<file path="src/sv/kis_pkg.sv">
// ----------------------------------------------------------------------------
// kis_pkg
// Shared widths, codes and request structs for the key index shuffle block.
// ----------------------------------------------------------------------------
package kis_pkg;

  localparam int IDX_W       = 9;
  localparam int TABLE_DEPTH = 512;
  localparam int KW_W        = 10;
  localparam int BYTE_W      = 8;
  localparam int NIB_W       = 4;
  localparam int BCNT_W      = 2;
  localparam int LEN_W       = 4;

  localparam int KEY_SIZE_LARGE   = 512;
  localparam int KEY_SIZE_SMALL   = 256;
  localparam int ROUND_SIZE_LARGE = 98;
  localparam int ROUND_SIZE_SMALL = 60;

  localparam logic OP_INIT = 1'b0;
  localparam logic OP_BYTE = 1'b1;

  localparam logic MODE_LARGE = 1'b0;
  localparam logic MODE_SMALL = 1'b1;

  // one read port, one write port
  typedef struct packed {
    logic             rd_en;
    logic [IDX_W-1:0] rd_addr;
    logic             wr_en;
    logic [IDX_W-1:0] wr_addr;
    logic [IDX_W-1:0] wr_data;
  } ram_req_t;

  // result issued alongside a table read
  typedef struct packed {
    logic             valid;
    logic [NIB_W-1:0] whitening;
    logic             last;
    logic             fwd;
    logic [IDX_W-1:0] fwd_data;
  } res_req_t;

endpackage

</file>
<file path="src/sv/kis_perm_ram.sv">
// ----------------------------------------------------------------------------
// kis_perm_ram
// Permutation table: one registered read port, one write port.
// ----------------------------------------------------------------------------
module kis_perm_ram (
  input  logic                       clk,
  input  kis_pkg::ram_req_t          req,
  output logic [kis_pkg::IDX_W-1:0]  rd_data
);

  logic [kis_pkg::IDX_W-1:0] mem [kis_pkg::TABLE_DEPTH];
  logic [kis_pkg::IDX_W-1:0] rd_data_r;

  always_ff @(posedge clk) begin
    if (req.rd_en) begin
      rd_data_r <= mem[req.rd_addr];
    end
    if (req.wr_en) begin
      mem[req.wr_addr] <= req.wr_data;
    end
  end

  assign rd_data = rd_data_r;

endmodule

</file>
<file path="config.mk">
export PLATFORM = sky130hd
export DESIGN_NAME = kis_perm_ram
export DESIGN_NICKNAME = d
export VERILOG_FILES = /design/src/sv/kis_pkg.sv /design/src/sv/kis_perm_ram.sv
export SDC_FILE = /design/constraint.sdc
export NUM_CORES = 2
export LEC_CHECK = 0
export BUFFER_PORTS_ARGS = -buffer_cell sky130_fd_sc_hd__buf_2
export CAP_MARGIN = 40
export CORE_MARGIN = 5
export CORE_UTILIZATION = 48
export DETAILED_ROUTE_END_ITERATION = 6
export GPL_TIMING_DRIVEN = 0
export PLACE_DENSITY_LB_ADDON = 0.08
export SETUP_SLACK_MARGIN = 0.05
export SLEW_MARGIN = 40
export SYNTH_ARGS = -nofsm -noshare
export SYNTH_HDL_FRONTEND = slang
export SYNTH_MEMORY_MAX_BITS = 65536
export SYNTH_SLANG_ARGS = --single-unit
</file>
<file path="constraint.sdc">
create_clock -name clk -period 7.9 [get_ports clk]
set_clock_uncertainty 0.1 [all_clocks]
set_input_delay 2.37 -clock clk [delete_from_list [all_inputs] [get_ports clk]]
set_output_delay 2.37 -clock clk [all_outputs]
set_load 0.05 [all_outputs]
</file>
==> results by group <==
Status
  • Outcome: finished, final reports clean

Floorplanning
  • Die area: 387000 sq um
  • Die width: 622 microns
  • Core region area: 373000 sq um
  • I/O pin count: 39
  • Die Y: 622 microns
  • Rows: 224
  • Initial core utilization: 0.482

Timing
  • Post-route clock period utilization: 0.930
  • Fin. max-slew vios: 0
  • Setup TNS: 0 ps
  • Min cycle time layout: 7350 ps
  • Hold Vio Cnt, Final: 0
  • Fmax: 136 MHz
  • Final setup viols: 0
  • Tightest Pin Transition: 1060 ps
  • RSZ-0062 raised after global routing: no
  • Max_slew headroom: 0.288

Worst hold path
  • Hold Crit Class: reg -> reg

Clock tree
  • Hold Buf Count CTS: 0
  • Post-CTS Setup Repair Bufs: 0
  • Clock slew seen by the registers of the worst setup and hold paths: 60 ps
  • CTS tree: built
  • CTS Buf Count: 474
  • Clock sinks: 4617
  • H-tree depth: 5
  • CTS resizes: 0
  • Worst-case clock buffer depth: 4
  • Clock root cell: clkbuf_16
  • Clk_lat worst skew: 1030 ps

Logic synthesis
  • EDFF count, synth: 4617
  • Number of synthesized register bits: 4617
  • Syn_nets: 8918
  • Warnings, synthesis: 0
  • Mean Syn Cell Area: 20.2 sq um
  • Area leader, netlist: edfxtp_1
  • Post-synthesis sequential area ratio: 0.772
  • Post-synthesis async set-or-reset flop share: 0
  • Yosys top cell area share: 0.772
  • Synthesized instance count: 8888
  • Netlist cell types: 50
  • Mapped Area: 180000 sq um
  • Synth area leaders: edfxtp_1 (77%), mux4_2 (9.4%), mux2i_1 (4.9%), o221ai_1 (2.1%), nor2_1 (1.3%)
  • Ys flop type: edfxtp_1

Routing
  • Total wire length: 660000 microns
  • Drt via density: 6.67
  • Iter 0 DRT Violations: 15300
  • 1st-pass router iterations: 6
  • Via count: 100000
  • Antenna viol nets, final: 0
  • DRC Markers: 0
  • WL/cell: 44.0 microns

Place
  • Routability cong.: 0.975
  • DP HPWL: 472000 microns
  • Port-buffer cells: 31

Global routing
  • Total GRT Usage: 0.335
  • First-pass GRT wire length: 868000 microns
  • Largest net degree at the start of global routing: 99
  • Global route overflow: 0
  • Vias in the first global route: 95200
  • Initial antenna violation count: 62

Pwr
  • Power Dens Cells: 254 nW/um^2
  • Leakage: 65.7 nW
  • Maximum vdd drop: 0.000204 V
  • Total power: 0.0525 W

Run
  • Max cap viols: 0

Layout
  • Commonest non-fill, non-tap cell in the layout: edfxtp_1
  • Layout cell share with drive strength beyond 1: 0.263
  • Fillers: 28500
  • Nets@finish: 9584
  • Commonest non-fill, non-tap cells in the layout: edfxtp_1 (4617), mux2i_1 (879), mux4_2 (747)
  • Layout overhead on the synthesized area: 15.2%

Worst setup path
  • WS Path Type: in -> reg
  • CP max FO: 10
  • CP startpoint kind: primary input
  • Worst Path Required: 8510 ps
  • CP Capture Type: flip-flop
  • WP data arrival: 7960 ps
state kept, by name (all words and copies together) (netlist names):
name,count
rd_data,9
mem,4608
worst paths after layout:
kind         slack, ps          to         from  cells past startpoint
max                550  rd_data[1]      req[23]                     12
min               1440  rd_data[7]   mem[15][7]                      6
max reg2reg       3760  rd_data[2]  mem[296][2]                      7
min reg2reg       1440  rd_data[7]   mem[15][7]                      6
layer usage:
| metal | vias to the layer above | part of all wire | track usage | wire length (microns) |
|---|---|---|---|---|
| met4 | 18 | 0.070 | 0.189 | 46000 |
| met2 | 6557 | 0.44 | 0.500 | 293000 |
| met3 | 1344 | 0.11 | 0.0888 | 74700 |
| met1 | 53400 | 0.37 | 0.451 | 246000 |
| li1 | 38700 | - | - | - |
| met5 | - | 0.00021 | 0 | 136 |
synthesized netlist by cell type, drive strengths merged, types with 9 or more instances:
library cell	count
nor4	28
mux2	17
o22ai	192
a21oi	217
nor3	47
buf	319
mux4	747
a22oi	51
clkbuf	243
o221ai	431
nand3	25
edfxtp	4617
mux2i	879
nand2	125
o31ai	19
a211oi	15
and2	17
a31oi	13
nor2	601
o21ai	145
nand4	66
and3	9
stage by stage:
stage	setup slack (ps)	utilization	std cells	instance area (sq um)	hold WS, ps
final	550	0.555	15000	207000	1440
after detailed placement	4.40	0.514	14000	192000	1360
after CTS	1090	0.555	14900	207000	1370
after global routing	694	0.555	14900	207000	1480
after global placement	-3890	0.499	13900	186000	1370
after floorplan	3250	-	8888	180000	933
report_power, final:
| part | internal [W] | leakage (nW) | switching (W) | total, W |
|---|---|---|---|---|
| clock | 0.0125 | 7.47 | 0.00964 | 0.0221 |
| combinational | 0.000940 | 16.7 | 0.00245 | 0.00339 |
| sequential | 0.0270 | 41.5 | 0.00000822 | 0.0270 |
layout make-up:
type,count,area [sq um],share of cell area
Antenna cell,55,138,0.000665
Buffer,562,3710,0.0179
Clock buffer,558,12300,0.0595
Clock inverter,326,2880,0.0139
Inverter,4,15.0,0.0000725
Multi-Input combinational cell,3705,39100,0.189
Sequential cell,4617,139000,0.670
Tap cell,4972,6220,0.0301
Timing Repair Buffer,190,3980,0.0192
critical path: stages:
cell      delay [ps]
buf_2            290
inv_1            150
buf_4            390
buf_2            750
buf_2            570
buf_2            560
o221ai_1         270
o22ai_1          390
nand2_1          100
nand4_1          590
nand4_1          790
and4bb_1         630
logic make-up (layout without fill, tap and decap cells):
group / after synthesis / after routing / share of synthesized area
other: 0 / 55 / 0
buffers and inverters: 566 / 1640 / 0.0185
flip-flops: 4617 / 4617 / 0.772
AO/OA/AOI/OAI: 1102 / 1102 / 0.0430
AND/OR/NAND/NOR: 960 / 960 / 0.0233
multiplexers: 1643 / 1643 / 0.144
Power figures use the tool's default switching activity.
