$ cat config.mk
export PLATFORM = sky130hd
export DESIGN_NAME = kis_ctrl
export DESIGN_NICKNAME = d
export VERILOG_FILES = /design/src/sv/kis_pkg.sv /design/src/sv/kis_ctrl.sv
export SDC_FILE = /design/constraint.sdc
export NUM_CORES = 1
export LEC_CHECK = 0
export ABC_AREA = 1
export BUFFER_PORTS_ARGS = -buffer_cell sky130_fd_sc_hd__buf_4
export CAP_MARGIN = 20
export CORE_MARGIN = 2
export CORE_UTILIZATION = 40
export CTS_BUF_LIST = sky130_fd_sc_hd__clkbuf_4 sky130_fd_sc_hd__clkbuf_8
export DETAILED_ROUTE_END_ITERATION = 10
export HOLD_SLACK_MARGIN = 0.08
export PLACE_DENSITY = 0.57
export SLEW_MARGIN = 20
export SYNTH_ARGS = -nofsm -noshare
export SYNTH_HDL_FRONTEND = slang
export SYNTH_SLANG_ARGS = --single-unit
$ cat constraint.sdc
create_clock -name clk -period 15.83 [get_ports clk]
set_input_delay 3.9575 -clock clk [delete_from_list [all_inputs] [get_ports clk]]
set_output_delay 3.9575 -clock clk [all_outputs]
set_load 0.03 [all_outputs]
$ cat src/sv/kis_pkg.sv
// ----------------------------------------------------------------------------
// kis_pkg
// Shared widths, codes and request structs for the key index shuffle block.
// ----------------------------------------------------------------------------
package kis_pkg;

  localparam int IDX_W       = 9;
  localparam int TABLE_DEPTH = 512;
  localparam int KW_W        = 10;
  localparam int BYTE_W      = 8;
  localparam int NIB_W       = 4;
  localparam int BCNT_W      = 2;
  localparam int LEN_W       = 4;

  localparam int KEY_SIZE_LARGE   = 512;
  localparam int KEY_SIZE_SMALL   = 256;
  localparam int ROUND_SIZE_LARGE = 98;
  localparam int ROUND_SIZE_SMALL = 60;

  localparam logic OP_INIT = 1'b0;
  localparam logic OP_BYTE = 1'b1;

  localparam logic MODE_LARGE = 1'b0;
  localparam logic MODE_SMALL = 1'b1;

  // one read port, one write port
  typedef struct packed {
    logic             rd_en;
    logic [IDX_W-1:0] rd_addr;
    logic             wr_en;
    logic [IDX_W-1:0] wr_addr;
    logic [IDX_W-1:0] wr_data;
  } ram_req_t;

  // result issued alongside a table read
  typedef struct packed {
    logic             valid;
    logic [NIB_W-1:0] whitening;
    logic             last;
    logic             fwd;
    logic [IDX_W-1:0] fwd_data;
  } res_req_t;

endpackage

$ cat src/sv/kis_ctrl.sv
// ----------------------------------------------------------------------------
// kis_ctrl
// Shuffle/whitening sequencer: slot position, phase, byte count, candidate
// computation, swap write scheduling, read forwarding and the clear sweep.
// ----------------------------------------------------------------------------
module kis_ctrl (
  input  logic                        clk,
  input  logic                        rst_n,
  input  logic                        mode,
  input  logic                        in_valid,
  output logic                        in_ready,
  input  logic                        in_op,
  input  logic [kis_pkg::BYTE_W-1:0]  in_random_byte,
  input  logic                        s1_free,
  input  logic [kis_pkg::IDX_W-1:0]   ram_q,
  output kis_pkg::ram_req_t           ram_req,
  output kis_pkg::res_req_t           res_req
);

  localparam logic [kis_pkg::KW_W-1:0] KW_L = kis_pkg::KW_W'(kis_pkg::KEY_SIZE_LARGE);
  localparam logic [kis_pkg::KW_W-1:0] KW_S = kis_pkg::KW_W'(kis_pkg::KEY_SIZE_SMALL);
  localparam logic [kis_pkg::KW_W-1:0] RW_L = kis_pkg::KW_W'(kis_pkg::ROUND_SIZE_LARGE);
  localparam logic [kis_pkg::KW_W-1:0] RW_S = kis_pkg::KW_W'(kis_pkg::ROUND_SIZE_SMALL);
  localparam logic [kis_pkg::IDX_W-1:0] LAST_ADDR =
    kis_pkg::IDX_W'(kis_pkg::TABLE_DEPTH - 1);

  logic [kis_pkg::IDX_W-1:0]  pos_r, pos_nxt;
  logic                       phase_r, phase_nxt;
  logic [kis_pkg::BCNT_W-1:0] bc_r, bc_nxt;
  logic                       acc23_r, acc23_nxt;
  logic                       sweep_r, sweep_nxt;
  logic [kis_pkg::IDX_W-1:0]  sweep_cnt_r, sweep_cnt_nxt;
  logic                       sw1_r, sw1_nxt;
  logic                       sw2_r, sw2_nxt;
  logic [kis_pkg::IDX_W-1:0]  swp_pos_r, swp_pos_nxt;
  logic [kis_pkg::IDX_W-1:0]  swp_cand_r, swp_cand_nxt;
  logic [kis_pkg::IDX_W-1:0]  posval_r, posval_nxt;

  logic                       accept, is_init, is_shuf, is_white, word_done;
  logic [kis_pkg::KW_W-1:0]   kw, rw, pos_ext, d, cand, wnext;
  logic [kis_pkg::IDX_W-1:0]  d9, top9, top, p1;
  logic [kis_pkg::LEN_W-1:0]  n;
  logic                       in_range, cand_ok, advance, do_swap, end_round, is_last;
  logic [kis_pkg::IDX_W-1:0]  rd_addr;

  assign kw = (mode == kis_pkg::MODE_SMALL) ? KW_S : KW_L;
  assign rw = (mode == kis_pkg::MODE_SMALL) ? RW_S : RW_L;

  assign in_ready  = !sweep_r && s1_free;
  assign accept    = in_valid && in_ready;
  assign is_init   = accept && (in_op == kis_pkg::OP_INIT);
  assign is_shuf   = accept && (in_op == kis_pkg::OP_BYTE) && !phase_r;
  assign is_white  = accept && (in_op == kis_pkg::OP_BYTE) && phase_r;
  assign word_done = is_shuf && (bc_r == kis_pkg::BCNT_W'(3));

  // candidate: top n bits of the word, n = bit length of kw-1-pos
  assign pos_ext  = {1'b0, pos_r};
  assign in_range = pos_ext < kw;
  assign d        = kw - kis_pkg::KW_W'(1) - pos_ext;
  assign d9       = d[kis_pkg::IDX_W-1:0];

  always_comb begin
    n = '0;
    for (int i = 0; i < kis_pkg::IDX_W; i++) begin
      if (d9[i]) begin
        n = kis_pkg::LEN_W'(i + 1);
      end
    end
  end

  // word bits [31:23]: incoming byte is the top byte, bit 23 came with byte 2
  assign top9      = {in_random_byte, acc23_r};
  assign top       = top9 >> (kis_pkg::LEN_W'(kis_pkg::IDX_W) - n);
  assign cand      = pos_ext + {1'b0, top};
  assign cand_ok   = cand < kw;
  assign advance   = !in_range || cand_ok;
  assign do_swap   = in_range && cand_ok;
  assign p1        = pos_r + kis_pkg::IDX_W'(1);
  assign end_round = ({1'b0, p1} >= rw) || (p1 == '0);

  assign wnext   = pos_ext + kis_pkg::KW_W'(1);
  assign is_last = (wnext >= rw) || wnext[kis_pkg::KW_W-1];

  assign rd_addr = word_done ? cand[kis_pkg::IDX_W-1:0] : pos_r;

  always_comb begin
    ram_req.rd_en   = is_white || (is_shuf && bc_r[1]);
    ram_req.rd_addr = rd_addr;
    ram_req.wr_en   = sweep_r || sw1_r || sw2_r;
    if (sweep_r) begin
      ram_req.wr_addr = sweep_cnt_r;
      ram_req.wr_data = sweep_cnt_r;
    end else if (sw1_r) begin
      ram_req.wr_addr = swp_pos_r;
      ram_req.wr_data = ram_q;
    end else begin
      ram_req.wr_addr = swp_cand_r;
      ram_req.wr_data = posval_r;
    end
  end

  // a read right after a swap sees the writes still in flight
  always_comb begin
    res_req.valid     = is_white;
    res_req.whitening = in_random_byte[kis_pkg::NIB_W-1:0];
    res_req.last      = is_last;
    res_req.fwd       = 1'b0;
    res_req.fwd_data  = ram_q;
    if ((sw1_r || sw2_r) && (rd_addr == swp_cand_r)) begin
      res_req.fwd      = 1'b1;
      res_req.fwd_data = posval_r;
    end else if (sw1_r && (rd_addr == swp_pos_r)) begin
      res_req.fwd      = 1'b1;
      res_req.fwd_data = ram_q;
    end
  end

  always_comb begin
    pos_nxt       = pos_r;
    phase_nxt     = phase_r;
    bc_nxt        = bc_r;
    acc23_nxt     = acc23_r;
    sweep_nxt     = sweep_r;
    sweep_cnt_nxt = sweep_cnt_r;
    sw1_nxt       = 1'b0;
    sw2_nxt       = sw1_r;
    swp_pos_nxt   = swp_pos_r;
    swp_cand_nxt  = swp_cand_r;
    posval_nxt    = posval_r;

    if (sweep_r) begin
      sweep_cnt_nxt = sweep_cnt_r + kis_pkg::IDX_W'(1);
      if (sweep_cnt_r == LAST_ADDR) begin
        sweep_nxt = 1'b0;
      end
    end

    if (is_init) begin
      pos_nxt       = '0;
      phase_nxt     = 1'b0;
      bc_nxt        = '0;
      sweep_nxt     = 1'b1;
      sweep_cnt_nxt = '0;
      sw2_nxt       = 1'b0;
    end

    if (is_shuf) begin
      bc_nxt = bc_r + kis_pkg::BCNT_W'(1);
      if (bc_r == kis_pkg::BCNT_W'(2)) begin
        acc23_nxt = in_random_byte[kis_pkg::BYTE_W-1];
      end
    end

    if (word_done) begin
      // ram_q still holds table[pos] from the byte 2 read
      posval_nxt   = ram_q;
      swp_pos_nxt  = pos_r;
      swp_cand_nxt = cand[kis_pkg::IDX_W-1:0];
      sw1_nxt      = do_swap;
      if (advance) begin
        if (end_round) begin
          pos_nxt   = '0;
          phase_nxt = 1'b1;
        end else begin
          pos_nxt = p1;
        end
      end
    end

    if (is_white) begin
      if (is_last) begin
        pos_nxt   = '0;
        phase_nxt = 1'b0;
      end else begin
        pos_nxt = wnext[kis_pkg::IDX_W-1:0];
      end
    end
  end

  always_ff @(posedge clk) begin
    if (!rst_n) begin
      pos_r       <= '0;
      phase_r     <= 1'b0;
      bc_r        <= '0;
      acc23_r     <= 1'b0;
      sweep_r     <= 1'b1;
      sweep_cnt_r <= '0;
      sw1_r       <= 1'b0;
      sw2_r       <= 1'b0;
    end else begin
      pos_r       <= pos_nxt;
      phase_r     <= phase_nxt;
      bc_r        <= bc_nxt;
      acc23_r     <= acc23_nxt;
      sweep_r     <= sweep_nxt;
      sweep_cnt_r <= sweep_cnt_nxt;
      sw1_r       <= sw1_nxt;
      sw2_r       <= sw2_nxt;
    end
  end

  always_ff @(posedge clk) begin
    swp_pos_r  <= swp_pos_nxt;
    swp_cand_r <= swp_cand_nxt;
    posval_r   <= posval_nxt;
  end

endmodule

==> impl_metrics.toml <==
[outcome]
run_status = "complete, no violations"

[timing]
fmax_ghz = 0.07815
slew_viol_final = 0
finalHoldViolCount = 0
final.setup.tns_ns = 0
setup_viol = 0
final_period_minus_worst_setup_slack_ns = 12.80
max-slew-margin-rel_pct = 48.59
grt_setup_unrepaired = "false"
final_min_period_over_clock_period_pct = 80.83
finClkSkew_ns = 0.01246
max_slew.worst_pin.slew_ns = 0.7683

[cts]
clk_root_buffer_cell = "sky130_fd_sc_hd__clkbuf_8"
cts-hold-fix-buffers = 0
cts_tree = "done"
clk-insertion-delay-late_ns = 0.31
cts.clk_slew.worst_paths_ns = 0.10
cts.repair.resized = 0
ctsLongestPathBuffers = 2
cts_num_sinks = 52
cts-htree-levels = 2
cts_made_buffers = 5
postCtsSetupRepairBufs = 0

[floorplanning]
core.rowCount = 38
core_area_mm2 = 0.01098
dieWidth_um = 110.6
boundaryPins = 69
floorplan.die_area_mm2 = 0.01222
die_height_um = 110.6
start_util_pct = 41.35

[worst_setup_path]
crit_top_cell = "sky130_fd_sc_hd__nand2_1"
timing_worst_setup_path_type = "in2out"
crit_path_max_fanout = 11
crit_path_top_delay_cell = "sky130_fd_sc_hd__a21oi_1"
r2r_setup_slack_ns = 10.16
worst_setup_end_kind = "output pin"
worstPathRequired_ns = 11.87
worst_setup_path_start_kind = "input port"
cp_arrival_ns = 8.84
crit_family = "simple AND/OR/NAND/NOR gates"
critical_path.max_stage_delay_ns = 0.62
crit_buf_inv = 4

[yosys]
post_synth_inst_count = 697
syn-cell-area_mm2 = 0.004542
mappedNetlistNets = 745
synth_cell_type_count = 43
synth-seq-area-share_pct = 28.87
total_number_of_yosys_warnings = 0
post_synthesis_mean_instance_area_um2 = 6.516
number_of_synthesized_register_bits = 52

[routing]
drt.antenna.violating_nets = 0
wl_per_cell_um = 15.04
final_wirelength_um = 13430
dr.first_iter.drc_count = 362
post-route-drc-count = 0
via_count = 4684
vias_per_instance = 5.245
drt_pre_antenna_iters = 5

[global_routing]
grt_start_max_net_pins = 43
gr-usage-all-layers_pct = 22.11
grt_antenna_before_repair = 0
globalRoute.totalOverflow = 0
grt_pass1_vias = 4457
grt_pass1_wl_um = 22470

[placed_design]
detailed_place.area_mm2 = 0.005102
detailed_place_hpwl_um = 10690
port_buffers = 68
gp_congestion = 0.9108

[finish]
layout.nets = 800
most-common-layout-cells = "sky130_fd_sc_hd__nand2_1, sky130_fd_sc_hd__inv_1, sky130_fd_sc_hd__nor2_1"
antenna_cells_inserted = 0
most_common_library_cell_in_the_layout_ignoring_fill_and_taps = "sky130_fd_sc_hd__nand2_1"
n_fill_cell = 1147
final_cell_area_mm2 = 0.005218
drive_above_1_share_pct = 14.61
area_delta_synth_final_pct = 14.88

[power]
power.share.clock_pct = 35.1
power_density_mw_per_mm2 = 53.41
power.ir.vdd_worst_mv = 0.03725
power.share.combinational_pct = 13.8
power_leakage_nw = 2.525
p_seq_share_pct = 51.0
net-switching-power_w = 0.00007262
switch_share_pct = 26.06
power_report.internal_total_w = 0.0002060

[flow_run]
cap_viol_max_count = 0

[hold_path]
timing.hold.worst.class = "reg2reg"
cell families (layout without fill, tap and decap cells):
kind of cell    count (synthesis)  in the layout  synth area share, %
compound gates                 93             93                11.16
xor+xnor                        4              4               0.7715
buf+inv                       115            171                10.72
simple gates                  408            408                41.43
flops                          52             52                28.87
fa+ha+maj                      25             25                7.052
worst reg2reg max path: cells and delay by family (launching register included):
kind | cells | cell delay (ns)
compound gates | 6 | 1.38
xor+xnor | 1 | 0.17
fa+ha+maj | 3 | 0.89
buf+inv | 3 | 0.63
flops | 1 | 0.62
simple gates | 15 | 1.87
cell type report:
class,count,area [um^2],area share [%]
repair buffers,69,518.0,9.928
inverters,94,354.1,6.787
clock inverters,2,38.79,0.7434
clock buffers,6,76.32,1.463
well taps,140,175.2,3.357
flip-flops and latches,52,1311,25.13
multi-input cells,530,2744,52.59
cell usage after synthesis:
master | count | area [um^2]
sky130_fd_sc_hd__nor4_1 | 2 | 12.51
sky130_fd_sc_hd__o22ai_1 | 7 | 43.79
sky130_fd_sc_hd__nor2_1 | 87 | 326.6
sky130_fd_sc_hd__nor3b_1 | 1 | 7.510
sky130_fd_sc_hd__nand2_1 | 191 | 716.9
sky130_fd_sc_hd__xnor2_1 | 1 | 8.760
sky130_fd_sc_hd__o21bai_1 | 3 | 22.52
sky130_fd_sc_hd__nand4_4 | 1 | 21.27
sky130_fd_sc_hd__buf_6 | 4 | 45.04
sky130_fd_sc_hd__nor2_4 | 2 | 22.52
sky130_fd_sc_hd__or2_2 | 3 | 18.77
sky130_fd_sc_hd__nor3_4 | 1 | 16.27
sky130_fd_sc_hd__clkinv_2 | 1 | 5.000
sky130_fd_sc_hd__buf_4 | 6 | 45.04
sky130_fd_sc_hd__o211ai_1 | 8 | 60.06
sky130_fd_sc_hd__and2_1 | 1 | 6.260
sky130_fd_sc_hd__or2_0 | 1 | 6.260
sky130_fd_sc_hd__o21ai_0 | 44 | 220.2
sky130_fd_sc_hd__nand2_4 | 2 | 22.52
sky130_fd_sc_hd__nand3_4 | 3 | 52.55
sky130_fd_sc_hd__nor2_2 | 5 | 31.28
sky130_fd_sc_hd__a21oi_1 | 24 | 120.1
sky130_fd_sc_hd__ha_1 | 24 | 300.3
sky130_fd_sc_hd__inv_2 | 1 | 3.750
sky130_fd_sc_hd__nand4_1 | 10 | 62.56
sky130_fd_sc_hd__nor2_8 | 1 | 20.02
sky130_fd_sc_hd__inv_1 | 91 | 341.6
sky130_fd_sc_hd__a31oi_1 | 2 | 12.51
sky130_fd_sc_hd__clkinv_1 | 1 | 3.750
sky130_fd_sc_hd__nor3_1 | 8 | 40.04
sky130_fd_sc_hd__nand3_2 | 6 | 60.06
sky130_fd_sc_hd__a211oi_1 | 1 | 7.510
sky130_fd_sc_hd__clkbuf_1 | 10 | 37.54
sky130_fd_sc_hd__buf_2 | 1 | 5.000
sky130_fd_sc_hd__nand3_1 | 73 | 365.4
sky130_fd_sc_hd__edfxtp_1 | 27 | 810.8
sky130_fd_sc_hd__fa_1 | 1 | 20.02
sky130_fd_sc_hd__nand2_2 | 6 | 37.54
sky130_fd_sc_hd__nand4_2 | 1 | 12.51
sky130_fd_sc_hd__nand3b_1 | 3 | 22.52
sky130_fd_sc_hd__o21ai_1 | 4 | 20.02
sky130_fd_sc_hd__xor2_1 | 3 | 26.28
sky130_fd_sc_hd__dfxtp_1 | 25 | 500.5
power by group through the flow:
| stage | Sequential (W) | Clock [W] | Combinational (W) |
|---|---|---|---|
| after CTS | 0.000142 | 0.000100 | 0.0000387 |
| final | 0.000142 | 0.0000979 | 0.0000385 |
| after global placement | 0.000145 | 0 | 0.0000383 |
| after detailed placement | 0.000145 | 0 | 0.0000386 |
| after floorplan | 0.000145 | 0 | 0.0000243 |
| after global routing | 0.000142 | 0.000106 | 0.0000431 |
metrics by stage:
| step | instances | util, % | setup slack (ns) | hold WS [ns] | total power [W] |
|---|---|---|---|---|---|
| 2_1_floorplan | 697 | - | 4.379 | 0.4299 | 0.0001695 |
| 3_3_place_gp | 885 | 46.46 | 3.159 | 0.4438 | 0.0001836 |
| 3_5_place_dp | 885 | 46.46 | 3.108 | 0.4558 | 0.0001839 |
| 4_1_cts | 893 | 47.51 | 3.071 | 0.4705 | 0.0002813 |
| 5_1_grt | 893 | 47.51 | 2.512 | 0.5255 | 0.0002916 |
| 6_report | 893 | 47.51 | 3.034 | 0.4677 | 0.0002787 |
sequential cells by signal (all words and copies together) (netlist names):
register / flops
pos_r: 9
posval_r: 9
sweep_cnt_r: 9
swp_cand_r: 9
swp_pos_r: 9
bc_r: 2
acc23_r: 1
phase_r: 1
sw1_r: 1
sw2_r: 1
sweep_r: 1
path summary, 6_finish.rpt:
kind | from | cells after the start | endpoint
setup / recovery | mode | 26 | res_req[1]
hold / removal | acc23_r | 2 | acc23_r
setup reg to reg | pos_r[3] | 28 | pos_r[4]
hold reg to reg | acc23_r | 2 | acc23_r
routing by layer:
metal	GRT usage (%)	vias to the layer above	routed length (um)
met4	5.167	0	226
li1	-	2387	-
met1	29.50	2130	6206
met2	37.71	149	6348
met5	0	-	0
met3	3.293	18	647
(Power assumes the default switching activity.)
