## src/sv/kis_pkg.sv

```systemverilog
// ----------------------------------------------------------------------------
// kis_pkg
// Shared widths, codes and request structs for the key index shuffle block.
// ----------------------------------------------------------------------------
package kis_pkg;

  localparam int IDX_W       = 9;
  localparam int TABLE_DEPTH = 512;
  localparam int KW_W        = 10;
  localparam int BYTE_W      = 8;
  localparam int NIB_W       = 4;
  localparam int BCNT_W      = 2;
  localparam int LEN_W       = 4;

  localparam int KEY_SIZE_LARGE   = 512;
  localparam int KEY_SIZE_SMALL   = 256;
  localparam int ROUND_SIZE_LARGE = 98;
  localparam int ROUND_SIZE_SMALL = 60;

  localparam logic OP_INIT = 1'b0;
  localparam logic OP_BYTE = 1'b1;

  localparam logic MODE_LARGE = 1'b0;
  localparam logic MODE_SMALL = 1'b1;

  // one read port, one write port
  typedef struct packed {
    logic             rd_en;
    logic [IDX_W-1:0] rd_addr;
    logic             wr_en;
    logic [IDX_W-1:0] wr_addr;
    logic [IDX_W-1:0] wr_data;
  } ram_req_t;

  // result issued alongside a table read
  typedef struct packed {
    logic             valid;
    logic [NIB_W-1:0] whitening;
    logic             last;
    logic             fwd;
    logic [IDX_W-1:0] fwd_data;
  } res_req_t;

endpackage

```

## src/sv/kis_out.sv

```systemverilog
// ----------------------------------------------------------------------------
// kis_out
// Read-data stage followed by the result register.
// ----------------------------------------------------------------------------
module kis_out (
  input  logic                       clk,
  input  logic                       rst_n,
  input  kis_pkg::res_req_t          res_req,
  input  logic [kis_pkg::IDX_W-1:0]  ram_q,
  output logic                       s1_free,
  output logic                       out_valid,
  input  logic                       out_ready,
  output logic [kis_pkg::IDX_W-1:0]  out_key_index,
  output logic [kis_pkg::NIB_W-1:0]  out_whitening,
  output logic                       out_last
);

  logic                      s1_valid_r, s1_valid_nxt;
  logic [kis_pkg::NIB_W-1:0] s1_white_r;
  logic                      s1_last_r;
  logic                      s1_fwd_r;
  logic [kis_pkg::IDX_W-1:0] s1_fwd_data_r;
  logic                      out_valid_r, out_valid_nxt;
  logic [kis_pkg::IDX_W-1:0] out_key_r;
  logic [kis_pkg::NIB_W-1:0] out_white_r;
  logic                      out_last_r;
  logic                      out_free, s1_move;
  logic [kis_pkg::IDX_W-1:0] s1_key;

  assign out_free = !out_valid_r || out_ready;
  assign s1_move  = s1_valid_r && out_free;
  assign s1_free  = !s1_valid_r || out_free;
  assign s1_key   = s1_fwd_r ? s1_fwd_data_r : ram_q;

  always_comb begin
    s1_valid_nxt = s1_valid_r && !out_free;
    if (res_req.valid) begin
      s1_valid_nxt = 1'b1;
    end
    out_valid_nxt = out_valid_r && !out_ready;
    if (s1_move) begin
      out_valid_nxt = 1'b1;
    end
  end

  always_ff @(posedge clk) begin
    if (!rst_n) begin
      s1_valid_r  <= 1'b0;
      out_valid_r <= 1'b0;
    end else begin
      s1_valid_r  <= s1_valid_nxt;
      out_valid_r <= out_valid_nxt;
    end
  end

  always_ff @(posedge clk) begin
    if (res_req.valid) begin
      s1_white_r    <= res_req.whitening;
      s1_last_r     <= res_req.last;
      s1_fwd_r      <= res_req.fwd;
      s1_fwd_data_r <= res_req.fwd_data;
    end
    if (s1_move) begin
      out_key_r   <= s1_key;
      out_white_r <= s1_white_r;
      out_last_r  <= s1_last_r;
    end
  end

  assign out_valid     = out_valid_r;
  assign out_key_index = out_key_r;
  assign out_whitening = out_white_r;
  assign out_last      = out_last_r;

endmodule

```

## config.mk

```make
export PLATFORM = sky130hd
export DESIGN_NAME = kis_out
export DESIGN_NICKNAME = d
export VERILOG_FILES = /design/src/sv/kis_pkg.sv /design/src/sv/kis_out.sv
export SDC_FILE = /design/constraint.sdc
export NUM_CORES = 1
export LEC_CHECK = 0
export BUFFER_PORTS_ARGS = -buffer_cell sky130_fd_sc_hd__buf_2
export CORE_ASPECT_RATIO = 0.8
export CORE_MARGIN = 2
export CORE_UTILIZATION = 41
export DETAILED_ROUTE_END_ITERATION = 10
export GPL_TIMING_DRIVEN = 0
export PLACE_DENSITY = 0.74
export SLEW_MARGIN = 30
export SYNTH_ARGS = -nofsm -noshare
export SYNTH_HDL_FRONTEND = slang
export SYNTH_SLANG_ARGS = --single-unit
```

## constraint.sdc

```tcl
create_clock -name clk -period 1.5 [get_ports clk]
set_clock_uncertainty 0.05 [all_clocks]
set_input_delay 0.075 -clock clk [delete_from_list [all_inputs] [get_ports clk]]
set_output_delay 0.075 -clock clk [all_outputs]
set_load 0.02 [all_outputs]
```

==> results of run 1 <==
==> per-layer routing <==
metal | vias to the layer above | track usage | wire (um)
li1 | 332 | - | -
met1 | 315 | 0.123 | 633
met2 | 32 | 0.246 | 1130
met5 | - | 0 | 0
met3 | 8 | 0.0541 | 124
met4 | 0 | 0.106 | 69
==> power by group through the flow <==
stage,clock [mW],combinational (mW),sequential (mW)
6_report,0.402,0.218,1.03
4_1_cts,0.422,0.215,1.03
3_5_place_dp,0,0.165,1.05
5_1_grt,0.449,0.232,1.04
2_1_floorplan,0,0.0664,1.08
3_3_place_gp,0,0.163,1.05
==> metrics by stage <==
| step | hold WS (ns) | setup WS [ns] |
|---|---|---|
| floorplan | 0.124 | 0.107 |
| global placement | 0.201 | 0.0614 |
| detailed placement | 0.203 | 0.0290 |
| CTS | 0.0603 | 0.00987 |
| global route | 0.0411 | 0.126 |
| finish | 0.0561 | 0.229 |
==> flip-flops by register name, indices dropped and copies added, names as in the netlist <==
name / cells
s1_white_r: 4
out_whitening: 4
s1_fwd_data_r: 9
out_last: 1
s1_fwd_r: 1
out_valid: 1
s1_last_r: 1
out_key_index: 9
s1_valid_r: 1
==> cell usage after synthesis <==
master,instances,share of area
sky130_fd_sc_hd__edfxtp_1,29,0.79
sky130_fd_sc_hd__mux2_4,9,0.12
sky130_fd_sc_hd__dfxtp_1,2,0.037
sky130_fd_sc_hd__nor2b_1,2,0.011
sky130_fd_sc_hd__a22o_1,1,0.0080
sky130_fd_sc_hd__and2_1,1,0.0057
sky130_fd_sc_hd__buf_6,1,0.010
sky130_fd_sc_hd__nand2_1,1,0.0034
sky130_fd_sc_hd__o21a_1,1,0.0069
==> critical path, delay by kind of cell, from the launching register on <==
kind,cells,cell delay [ns]
buffers and inverters,1,0.16
flip-flops,1,0.33
AND/OR/NAND/NOR,2,0.34
==> cell families (layout without fill, tap and decap cells) <==
group	Yosys count	after routing	synth area share
AO/OA/AOI/OAI	2	2	0.0148
flip-flops	31	31	0.831
buffers and inverters	1	75	0.0103
AND/OR/NAND/NOR	4	4	0.0205
multiplexers	9	9	0.123
==> timing repair <==
| action | in CTS | in global routing |
|---|---|---|
| endpoints found under the hold margin | 26 | 0 |
| setup endpoints to repair | 0 | 14 |
| hold buffers | 25 | 0 |
| resized for setup | 0 | 2 |
==> worst paths after layout <==
| path | to | slack [ns] |
|---|---|---|
| hold / removal | out_valid | 0.06 |
| setup reg to reg | out_whitening[0] | 0.26 |
| setup / recovery | s1_free | 0.23 |
| hold reg to reg | out_whitening[2] | 0.37 |
==> layout make-up <==
cell class,instances,area share
Multi-Input combinational cell,15,0.111
Timing Repair Buffer,68,0.281
Sequential cell,31,0.549
Tap cell,36,0.0272
Buffer,1,0.00679
Clock buffer,6,0.0249
==> impl_summary.log, run 1 <==
INFO  metric run_status = finished, final reports clean
INFO  metric irDropWorstVdd = 648 uV
INFO  metric worst-setup-path-type = reg2out
INFO  metric design.die.area = 0.00311 sq mm
INFO  metric antenna-diode-count = 0
INFO  metric worst_skew_pair.late_latency = 0.32 ns
INFO  metric antenna_found_initial = 0
INFO  metric crit_arrival = 1.15 ns
INFO  metric layout-drive-gt1-share = 0.496
INFO  metric power_frac_comb = 0.132
INFO  metric power_report.internal_total = 1.31 mW
INFO  metric worstHoldPathCells = 3
INFO  metric synthesized_netlist_net_count = 75
INFO  metric share_seq_of_total_power = 0.625
INFO  metric design.core.area = 0.00250 sq mm
INFO  metric tritoncts = yes
INFO  metric path_cells = nor2b_2, nand2_1, buf_2
INFO  metric starting_density_of_the_core = 0.438
INFO  metric type_of_the_most_critical_hold_path = in2reg
INFO  metric flow.area_growth_from_synthesis = 51.3%
INFO  metric setup.worst_path.end_class = output pin
INFO  metric cts_made_buffers = 5
INFO  metric number_of_global_route_vias_before_repair = 689
INFO  metric first_pass_grt_wire_length = 2860 um
INFO  metric drtAntennaViolNets = 0
INFO  metric final_common_cell = sky130_fd_sc_hd__buf_2
INFO  metric finalCriticalPeriod = 1.27 ns
INFO  metric critPathLaunchType = flop
INFO  metric final_cell_mix = sky130_fd_sc_hd__buf_2 (43), sky130_fd_sc_hd__edfxtp_1 (29), sky130_fd_sc_hd__dlygate4sd3_1 (25)
INFO  metric p_leak = 0.689 nW
INFO  metric fmax = 0.787 GHz
INFO  metric detailroute.via_count = 687
INFO  metric die_h = 50.2 um
INFO  metric worst_ep_required_time = 1.37 ns
INFO  metric slew_at_the_pin_closest_to_its_max_slew_limit = 0.386 ns
INFO  metric grt.total_usage = 0.140
INFO  metric cts.clk_slew.worst_paths = 0.08 ns
INFO  metric fin_util = 0.663
INFO  metric die-width = 61.8 um
INFO  metric rr_startpoint = out_valid
INFO  metric post-place-cells = 126
INFO  metric slew_headroom = 0.742
INFO  metric grt_start_max_net_pins = 17
INFO  metric std_cell_rows = 16
INFO  metric netlist_area = 0.00110 sq mm
INFO  metric wl = 1950 um
INFO  metric cts.root.buffer_cell = sky130_fd_sc_hd__clkbuf_4
INFO  metric timing.final.hold_violations = 0
INFO  metric pwr_density_cell = 995 mW/mm^2
INFO  metric grt_setup_unrepaired = no
INFO  metric overflow = 0
INFO  metric post-route-cell-area = 0.00166 sq mm
INFO  metric crit_path_max_fanout = 4
INFO  metric placed_cell_area = 0.00136 sq mm
INFO  metric gate_count_post_synth = 47
INFO  metric gp_routability_congestion = 0.691
INFO  metric first_pass_iters = 3
INFO  metric layout.area.seq = 911 sq um
INFO  metric worst_reg_to_reg_path_cell_count = 2
INFO  metric postSynthAreaPerCell = 23.3 sq um
INFO  metric drt_drc_violations_left = 0
INFO  metric slew_violations = 0
INFO  metric timing.final.setup_violations = 0
INFO  metric min-delay-start = out_ready
INFO  metric nNetsFinal = 150
INFO  metric yosys_register_bits = 31
INFO  metric synthesis.yosys.warnings = 0
INFO  metric avgViaCountPerCell = 4.38
INFO  metric power.net_switching = 340 uW
INFO  metric cts.htree.levels = 2
INFO  metric clock_tree.buffer_depth = 2
INFO  metric netSwitchingFraction = 0.206
INFO  metric setup_total_negative_slack = 0 ns
INFO  metric buffers_added_on_ports = 43
INFO  metric maxCapViolCount = 0
INFO  metric power_frac_clock = 0.243
INFO  metric cp-startpoint = out_valid
INFO  metric multi_input_area = 184 sq um
INFO  metric io_pins = 44
INFO  metric total_power = 1.65 mW
INFO  metric filler_cell_count = 174
INFO  metric critical_path.slowest_cell = sky130_fd_sc_hd__dfxtp_1
INFO  metric synth.distinct_cells = 9
INFO  metric iteration_0_drc_markers = 11
INFO  metric cpPeakStageDelay = 0.33 ns
INFO  metric final-instance-count-excl-fill = 157
INFO  metric post_drt_wl_per_cell = 12.4 um
INFO  metric cts.repair_timing.setup_buffer_count = 0
INFO  metric cts.sink_count = 31
INFO  metric ys_seq_area_frac = 0.831
INFO  metric finalCritPeriodShare = 0.847
No activity file was read; power rests on OpenSTA's default activity.
==> inputs of run 2 (changes only) <==
--- a/config.mk
+++ b/config.mk
@@ -8,10 +8,10 @@
 export BUFFER_PORTS_ARGS = -buffer_cell sky130_fd_sc_hd__buf_2
 export CORE_ASPECT_RATIO = 0.8
 export CORE_MARGIN = 2
-export CORE_UTILIZATION = 41
+export CORE_UTILIZATION = 46
 export DETAILED_ROUTE_END_ITERATION = 10
 export GPL_TIMING_DRIVEN = 0
-export PLACE_DENSITY = 0.74
+export PLACE_DENSITY = 0.79
 export SLEW_MARGIN = 30
 export SYNTH_ARGS = -nofsm -noshare
 export SYNTH_HDL_FRONTEND = slang
==> constraint.sdc (replaced) <==
create_clock -name clk -period 1.2 [get_ports clk]
set_clock_uncertainty 0.05 [all_clocks]
set_input_delay 0.06 -clock clk [delete_from_list [all_inputs] [get_ports clk]]
set_output_delay 0.06 -clock clk [all_outputs]
set_load 0.02 [all_outputs]
==> run 2 against run 1 <==
Compared with the run above: wire length up 12%; non-clock buffer count is 3 higher; die area fell by 10%; final cell count down 3.8%; critical endpoint is now out_whitening[3]; largest cell class unchanged; highest routed layer unchanged.
==> impl_summary.log, run 2 (synthesis gave the netlist of run 1 again) <==
INFO  metric design.core.area = 0.00220 sq mm (-12%)
INFO  metric critical_path.n_buffers_inverters = 2 (+1)
INFO  metric rr_startpoint = out_valid
INFO  metric cts.root.buffer_cell = sky130_fd_sc_hd__clkbuf_4
INFO  metric critPathLaunchType = flop
INFO  metric number_of_global_route_vias_before_repair = 750 (+8.9%)
INFO  metric critical_path.slowest_cell = sky130_fd_sc_hd__dfxtp_2
INFO  metric post-route-cell-area = 0.00170 sq mm (+2.3%)
INFO  metric timing.final.hold_violations = 0 (unchanged)
INFO  metric cpPeakStageDelay = 0.32 ns (about the same)
INFO  metric slew_at_the_pin_closest_to_its_max_slew_limit = 0.360 ns (-0.0256 ns)
INFO  metric total_power = 2.13 mW (+29%)
INFO  metric slew_violations = 0 (unchanged)
INFO  metric grt_start_max_net_pins = 17 (unchanged)
INFO  metric cts.htree.levels = 2 (unchanged)
INFO  metric run_status = finished, final reports clean
INFO  metric crit_path_max_fanout = 14 (+10)
INFO  metric layout.area.seq = 912 sq um (+0.14%)
INFO  metric buffers_added_on_ports = 43 (unchanged)
INFO  metric final_cell_mix = sky130_fd_sc_hd__buf_2 (42), sky130_fd_sc_hd__edfxtp_1 (29), sky130_fd_sc_hd__dlygate4sd3_1 (25)
INFO  metric grt_setup_unrepaired = yes
INFO  metric starting_density_of_the_core = 0.499 (+0.0611)
INFO  metric detailroute.via_count = 718 (+4.5%)
INFO  metric top_usage_layer = met2
INFO  metric gp_routability_congestion = 0.630 (-8.7%)
INFO  metric wl = 2180 um (+12%)
INFO  metric cts.clk_slew.worst_paths = 0.09 ns (about the same)
INFO  metric met3_usage = 0.0838 (+0.0297)
INFO  metric maxCapViolCount = 0 (unchanged)
INFO  metric setup_total_negative_slack = 0 ns (unchanged)
INFO  metric io_pins = 44 (unchanged)
INFO  metric overflow = 0 (unchanged)
INFO  metric pwr_density_cell = 1250 mW/mm^2 (+26%)
INFO  metric crit_top_cell = sky130_fd_sc_hd__nor2b_4
INFO  metric timing.final.setup_violations = 0 (unchanged)
INFO  metric final-instance-count-excl-fill = 151 (-3.8%)
INFO  metric final_common_cell = sky130_fd_sc_hd__buf_2
INFO  metric grtUsageMet1 = 0.146 (+0.0227)
INFO  metric finalCriticalPeriod = 1.18 ns
INFO  metric die-width = 58.6 um (-5.2%)
INFO  metric finalCritPeriodShare = 0.981
INFO  metric path_cells = nor2b_4, buf_4, nor2b_4, buf_12
INFO  metric slew_headroom = 0.760 (+0.0176)
INFO  metric p_leak = 0.714 nW (+3.7%)
INFO  metric drtAntennaViolNets = 0 (unchanged)
INFO  metric tritoncts = yes
INFO  metric worst_skew_pair.late_latency = 0.31 ns (about the same)
INFO  metric path_delay_family = flip-flops
INFO  metric filler_cell_count = 131 (-25%)
INFO  metric setup.worst_path.end_class = flop
INFO  metric post-place-cells = 115 (-8.7%)
INFO  metric flow.area_growth_from_synthesis = 54.7%
INFO  metric grt.total_usage = 0.173 (+0.0322)
INFO  metric worst_ep_required_time = 1.18 ns (-0.19 ns)
INFO  metric multi_input_area = 189 sq um (+2.7%)
INFO  metric cts.sink_count = 31 (unchanged)
INFO  metric type_of_the_most_critical_hold_path = in2reg
INFO  metric design.die.area = 0.00279 sq mm (-10%)
INFO  metric first_pass_grt_wire_length = 3130 um (+9.4%)
INFO  metric die_h = 47.7 um (-5.1%)
INFO  metric crit_arrival = 1.16 ns (about the same)
INFO  metric std_cell_rows = 15 (-1)
INFO  metric placed_cell_area = 0.00136 sq mm (about the same)
INFO  metric avgViaCountPerCell = 4.75 (+8.7%)
INFO  metric fmax = 0.849 GHz
INFO  metric met2_usage = 0.339 (+0.0937)
INFO  metric cts_made_buffers = 5 (unchanged)
INFO  metric iteration_0_drc_markers = 8 (-3)
INFO  metric first_pass_iters = 4 (+1)
INFO  metric clock_tree.buffer_depth = 2 (unchanged)
INFO  metric antenna_found_initial = 0 (unchanged)
INFO  metric cp-startpoint = out_valid
INFO  metric worst-setup-path-type = reg2reg
INFO  metric layout-drive-gt1-share = 0.508 (+0.0121)
INFO  metric nNetsFinal = 153 (+2.0%)
INFO  metric min-delay-start = res_req[15]
INFO  metric drt_drc_violations_left = 0 (unchanged)
INFO  metric post_drt_wl_per_cell = 14.5 um (+16%)
INFO  metric antenna-diode-count = 0 (unchanged)
INFO  metric irDropWorstVdd = 1070 uV (+66%)
-- run 2: cell count changes in the layout (fill, tap and decap cells not counted), sizes merged --
| cell | before | now |
|---|---|---|
| buf | 44 | 47 |
| clkbuf | 6 | 8 |
-- run 2: final cells by class --
| class | instances | share of cell area |
|---|---|---|
| Timing Repair Buffer | 71 | 0.297 |
| Tap cell | 25 | 0.0185 |
| Clock buffer | 8 | 0.0288 |
| Sequential cell | 31 | 0.538 |
| Buffer | 1 | 0.00664 |
| Multi-Input combinational cell | 15 | 0.111 |
-- run 2: power breakdown --
part,internal [mW],switching [mW]
logic,0.174,0.121
clock network,0.233,0.311
registers,1.27,0.0194
total,1.68,0.451
-- run 2: timing repair --
action / 4_1_cts / 5_1_grt
buffers inserted: 2 / 1
hold buffers: 24 / 1
setup endpoints to repair: 15 / 1
cloned: 0 / 0
gates resized for setup: 0 / 2
hold endpoints to repair: 25 / 1
pin swaps: 0 / 0
-- run 2: per-layer routing --
metal | routed length (um) | up-vias
li1 | - | 339
met1 | 718 | 330
met2 | 1230 | 41
met3 | 157 | 8
met4 | 82 | 0
met5 | 0 | -
-- run 2: worst paths after layout --
check | slack (ns) | end | depth (start not counted)
min | 0.12 | s1_white_r[0] | 1
max reg2reg | 0.02 | out_whitening[3] | 4
min reg2reg | 0.37 | out_whitening[0] | 0
max | 0.02 | out_whitening[3] | 4
-- run 2: metrics by stage --
step                 util  hold slack, ns  setup WS (ns)
global route        0.772           0.114        -0.0128
floorplan               -           0.109         0.0210
finish              0.772           0.123         0.0224
detailed placement  0.618           0.188        -0.0105
CTS                 0.762        0.000568         0.0192
global placement    0.618           0.186         0.0304
==> inputs of run 3 (changes only) <==
--- a/config.mk
+++ b/config.mk
@@ -8,10 +8,10 @@
 export BUFFER_PORTS_ARGS = -buffer_cell sky130_fd_sc_hd__buf_2
 export CORE_ASPECT_RATIO = 0.8
 export CORE_MARGIN = 2
-export CORE_UTILIZATION = 46
+export CORE_UTILIZATION = 40
 export DETAILED_ROUTE_END_ITERATION = 10
 export GPL_TIMING_DRIVEN = 0
-export PLACE_DENSITY = 0.79
+export PLACE_DENSITY = 0.7
 export SLEW_MARGIN = 30
 export SYNTH_ARGS = -nofsm -noshare
 export SYNTH_HDL_FRONTEND = slang
==> run 3 against run 2 <==
Compared with the run above: first-iteration DRC count rose by 13%; largest cell class unchanged; global-route usage down 3.4 points; clock power fell by 3%; critical path type unchanged; critical endpoint is now out_key_index[8].
==> impl_summary.log, run 3 (synthesis gave the netlist of run 1 again) <==
INFO  metric design.core.area = 0.00252 sq mm (+15%)
INFO  metric layout-drive-gt1-share = 0.508 (unchanged)
INFO  metric worst_ep_required_time = 1.17 ns (about the same)
INFO  metric clock_tree.buffer_depth = 2 (unchanged)
INFO  metric irDropWorstVdd = 682 uV (-36%)
INFO  metric first_pass_iters = 4 (unchanged)
INFO  metric setup.worst_path.end_class = flop
INFO  metric drtAntennaViolNets = 0 (unchanged)
INFO  metric starting_density_of_the_core = 0.435 (-0.0646)
INFO  metric fin_util = 0.678 (-0.0940)
INFO  metric slew_violations = 0 (unchanged)
INFO  metric cts.clk_slew.worst_paths = 0.09 ns (about the same)
INFO  metric worst_skew_pair.late_latency = 0.30 ns (about the same)
INFO  metric antenna-diode-count = 0 (unchanged)
INFO  metric final_common_cell = sky130_fd_sc_hd__buf_2
INFO  metric p_leak = 0.714 nW (about the same)
INFO  metric flow.area_growth_from_synthesis = 56.1%
INFO  metric die-width = 62.5 um (+6.7%)
INFO  metric timing.final.hold_violations = 0 (unchanged)
INFO  metric type_of_the_most_critical_hold_path = in2reg
INFO  metric post_drt_wl_per_cell = 12.2 um (-15%)
INFO  metric finalWorstSetupSlack = 0.0305 ns (+0.00807 ns)
INFO  metric antenna_found_initial = 0 (unchanged)
INFO  metric cts.sink_count = 31 (unchanged)
INFO  metric timing.final.setup_violations = 0 (unchanged)
INFO  metric cts_made_buffers = 5 (unchanged)
INFO  metric post-place-cells = 126 (+9.6%)
INFO  metric avgViaCountPerCell = 4.26 (-10%)
INFO  metric cts.root.buffer_cell = sky130_fd_sc_hd__clkbuf_4
INFO  metric slew_headroom = 0.769 (+0.00896)
INFO  metric critPathLaunchType = flop
INFO  metric buffers_added_on_ports = 43 (unchanged)
INFO  metric crit_arrival = 1.14 ns (-0.02 ns)
INFO  metric crit_path_max_fanout = 14 (unchanged)
INFO  metric first_pass_grt_wire_length = 3120 um (-0.22%)
INFO  metric tritoncts = yes
INFO  metric die_h = 50.8 um (+6.6%)
INFO  metric iteration_0_drc_markers = 9 (+1)
INFO  metric std_cell_rows = 16 (+1)
INFO  metric drt_drc_violations_left = 0 (unchanged)
INFO  metric setup_total_negative_slack = 0 ns (unchanged)
INFO  metric finalCritPeriodShare = 0.975 (-0.00672)
INFO  metric grt_start_max_net_pins = 17 (unchanged)
INFO  metric nNetsFinal = 153 (unchanged)
INFO  metric finalCriticalPeriod = 1.17 ns (-0.00807 ns)
INFO  metric final-instance-count-excl-fill = 162 (+7.3%)
INFO  metric number_of_global_route_vias_before_repair = 677 (-9.7%)
INFO  metric dpl_worst_slack = 0.00379 ns (+0.0143 ns)
INFO  metric fmax = 0.855 GHz (+0.69%)
INFO  metric maxCapViolCount = 0 (unchanged)
INFO  metric design.die.area = 0.00318 sq mm (+14%)
INFO  metric grt.total_usage = 0.138 (-0.0343)
INFO  metric cts.htree.levels = 2 (unchanged)
INFO  metric detailroute.via_count = 690 (-3.9%)
INFO  metric slew_at_the_pin_closest_to_its_max_slew_limit = 0.347 ns (-0.0134 ns)
INFO  metric gp_routability_congestion = 0.688 (+9.2%)
INFO  metric final_cell_mix = sky130_fd_sc_hd__buf_2 (43), sky130_fd_sc_hd__edfxtp_1 (29), sky130_fd_sc_hd__dlygate4sd3_1 (25)
INFO  metric wl = 1980 um (-9.2%)
INFO  metric io_pins = 44 (unchanged)
INFO  metric run_status = finished, final reports clean
INFO  metric pwr_density_cell = 1230 mW/mm^2 (-2.0%)
INFO  metric overflow = 0 (unchanged)
INFO  metric worst-setup-path-type = reg2reg
## run 3: worst max-delay path: stages, from the launching register on
cell	delay, ns
sky130_fd_sc_hd__dfxtp_2	0.33
sky130_fd_sc_hd__nor2b_4	0.13
sky130_fd_sc_hd__buf_6	0.11
sky130_fd_sc_hd__nor2b_4	0.12
sky130_fd_sc_hd__buf_12	0.15
## run 3: what timing repair did
action	in CTS	in global routing
setup endpoints to repair	3	15
resized for setup	0	2
hold endpoints to repair	26	0
hold buffers	25	0
setup buffers	1	2
## run 3: routing by layer
layer,vias up,global-route usage,part of all wire
met2,28,0.278,0.59
met1,315,0.124,0.33
met5,-,0,0
li1,340,-,-
met4,0,0.0778,0.033
met3,7,0.0419,0.048
## run 3: worst paths after layout
| kind | end | depth (start not counted) | start | slack (ns) |
|---|---|---|---|---|
| worst max-delay path | out_key_index[8] | 4 | out_valid | 0.03 |
| worst min-delay path | s1_fwd_data_r[2] | 1 | res_req[15] | 0.13 |
| worst max register to register | out_key_index[8] | 4 | out_valid | 0.03 |
| worst min register to register | out_whitening[2] | 0 | s1_white_r[2] | 0.38 |
## run 3: cell type report
cell class | instances | area (sq um)
Buffer | 1 | 11.3
Tap cell | 36 | 45.0
Clock inverter | 2 | 7.51
Multi-Input combinational cell | 15 | 189
Timing Repair Buffer | 71 | 504
Clock buffer | 6 | 41.3
Fill cell | 191 | 812
Sequential cell | 31 | 912
## run 3: stage by stage
stage | cell area [sq um] | power [mW] | hold slack (ns)
floorplan | 1110 | 1.43 | 0.109
global placement | 1370 | 1.52 | 0.186
detailed placement | 1370 | 1.52 | 0.188
CTS | 1680 | 2.12 | 0.117
global route | 1710 | 2.21 | 0.121
finish | 1710 | 2.10 | 0.128
## run 3: power by group
group | switching [mW] | total, mW | internal [mW]
combinational | 0.114 | 0.288 | 0.174
clock | 0.310 | 0.527 | 0.217
sequential | 0.0197 | 1.29 | 1.27
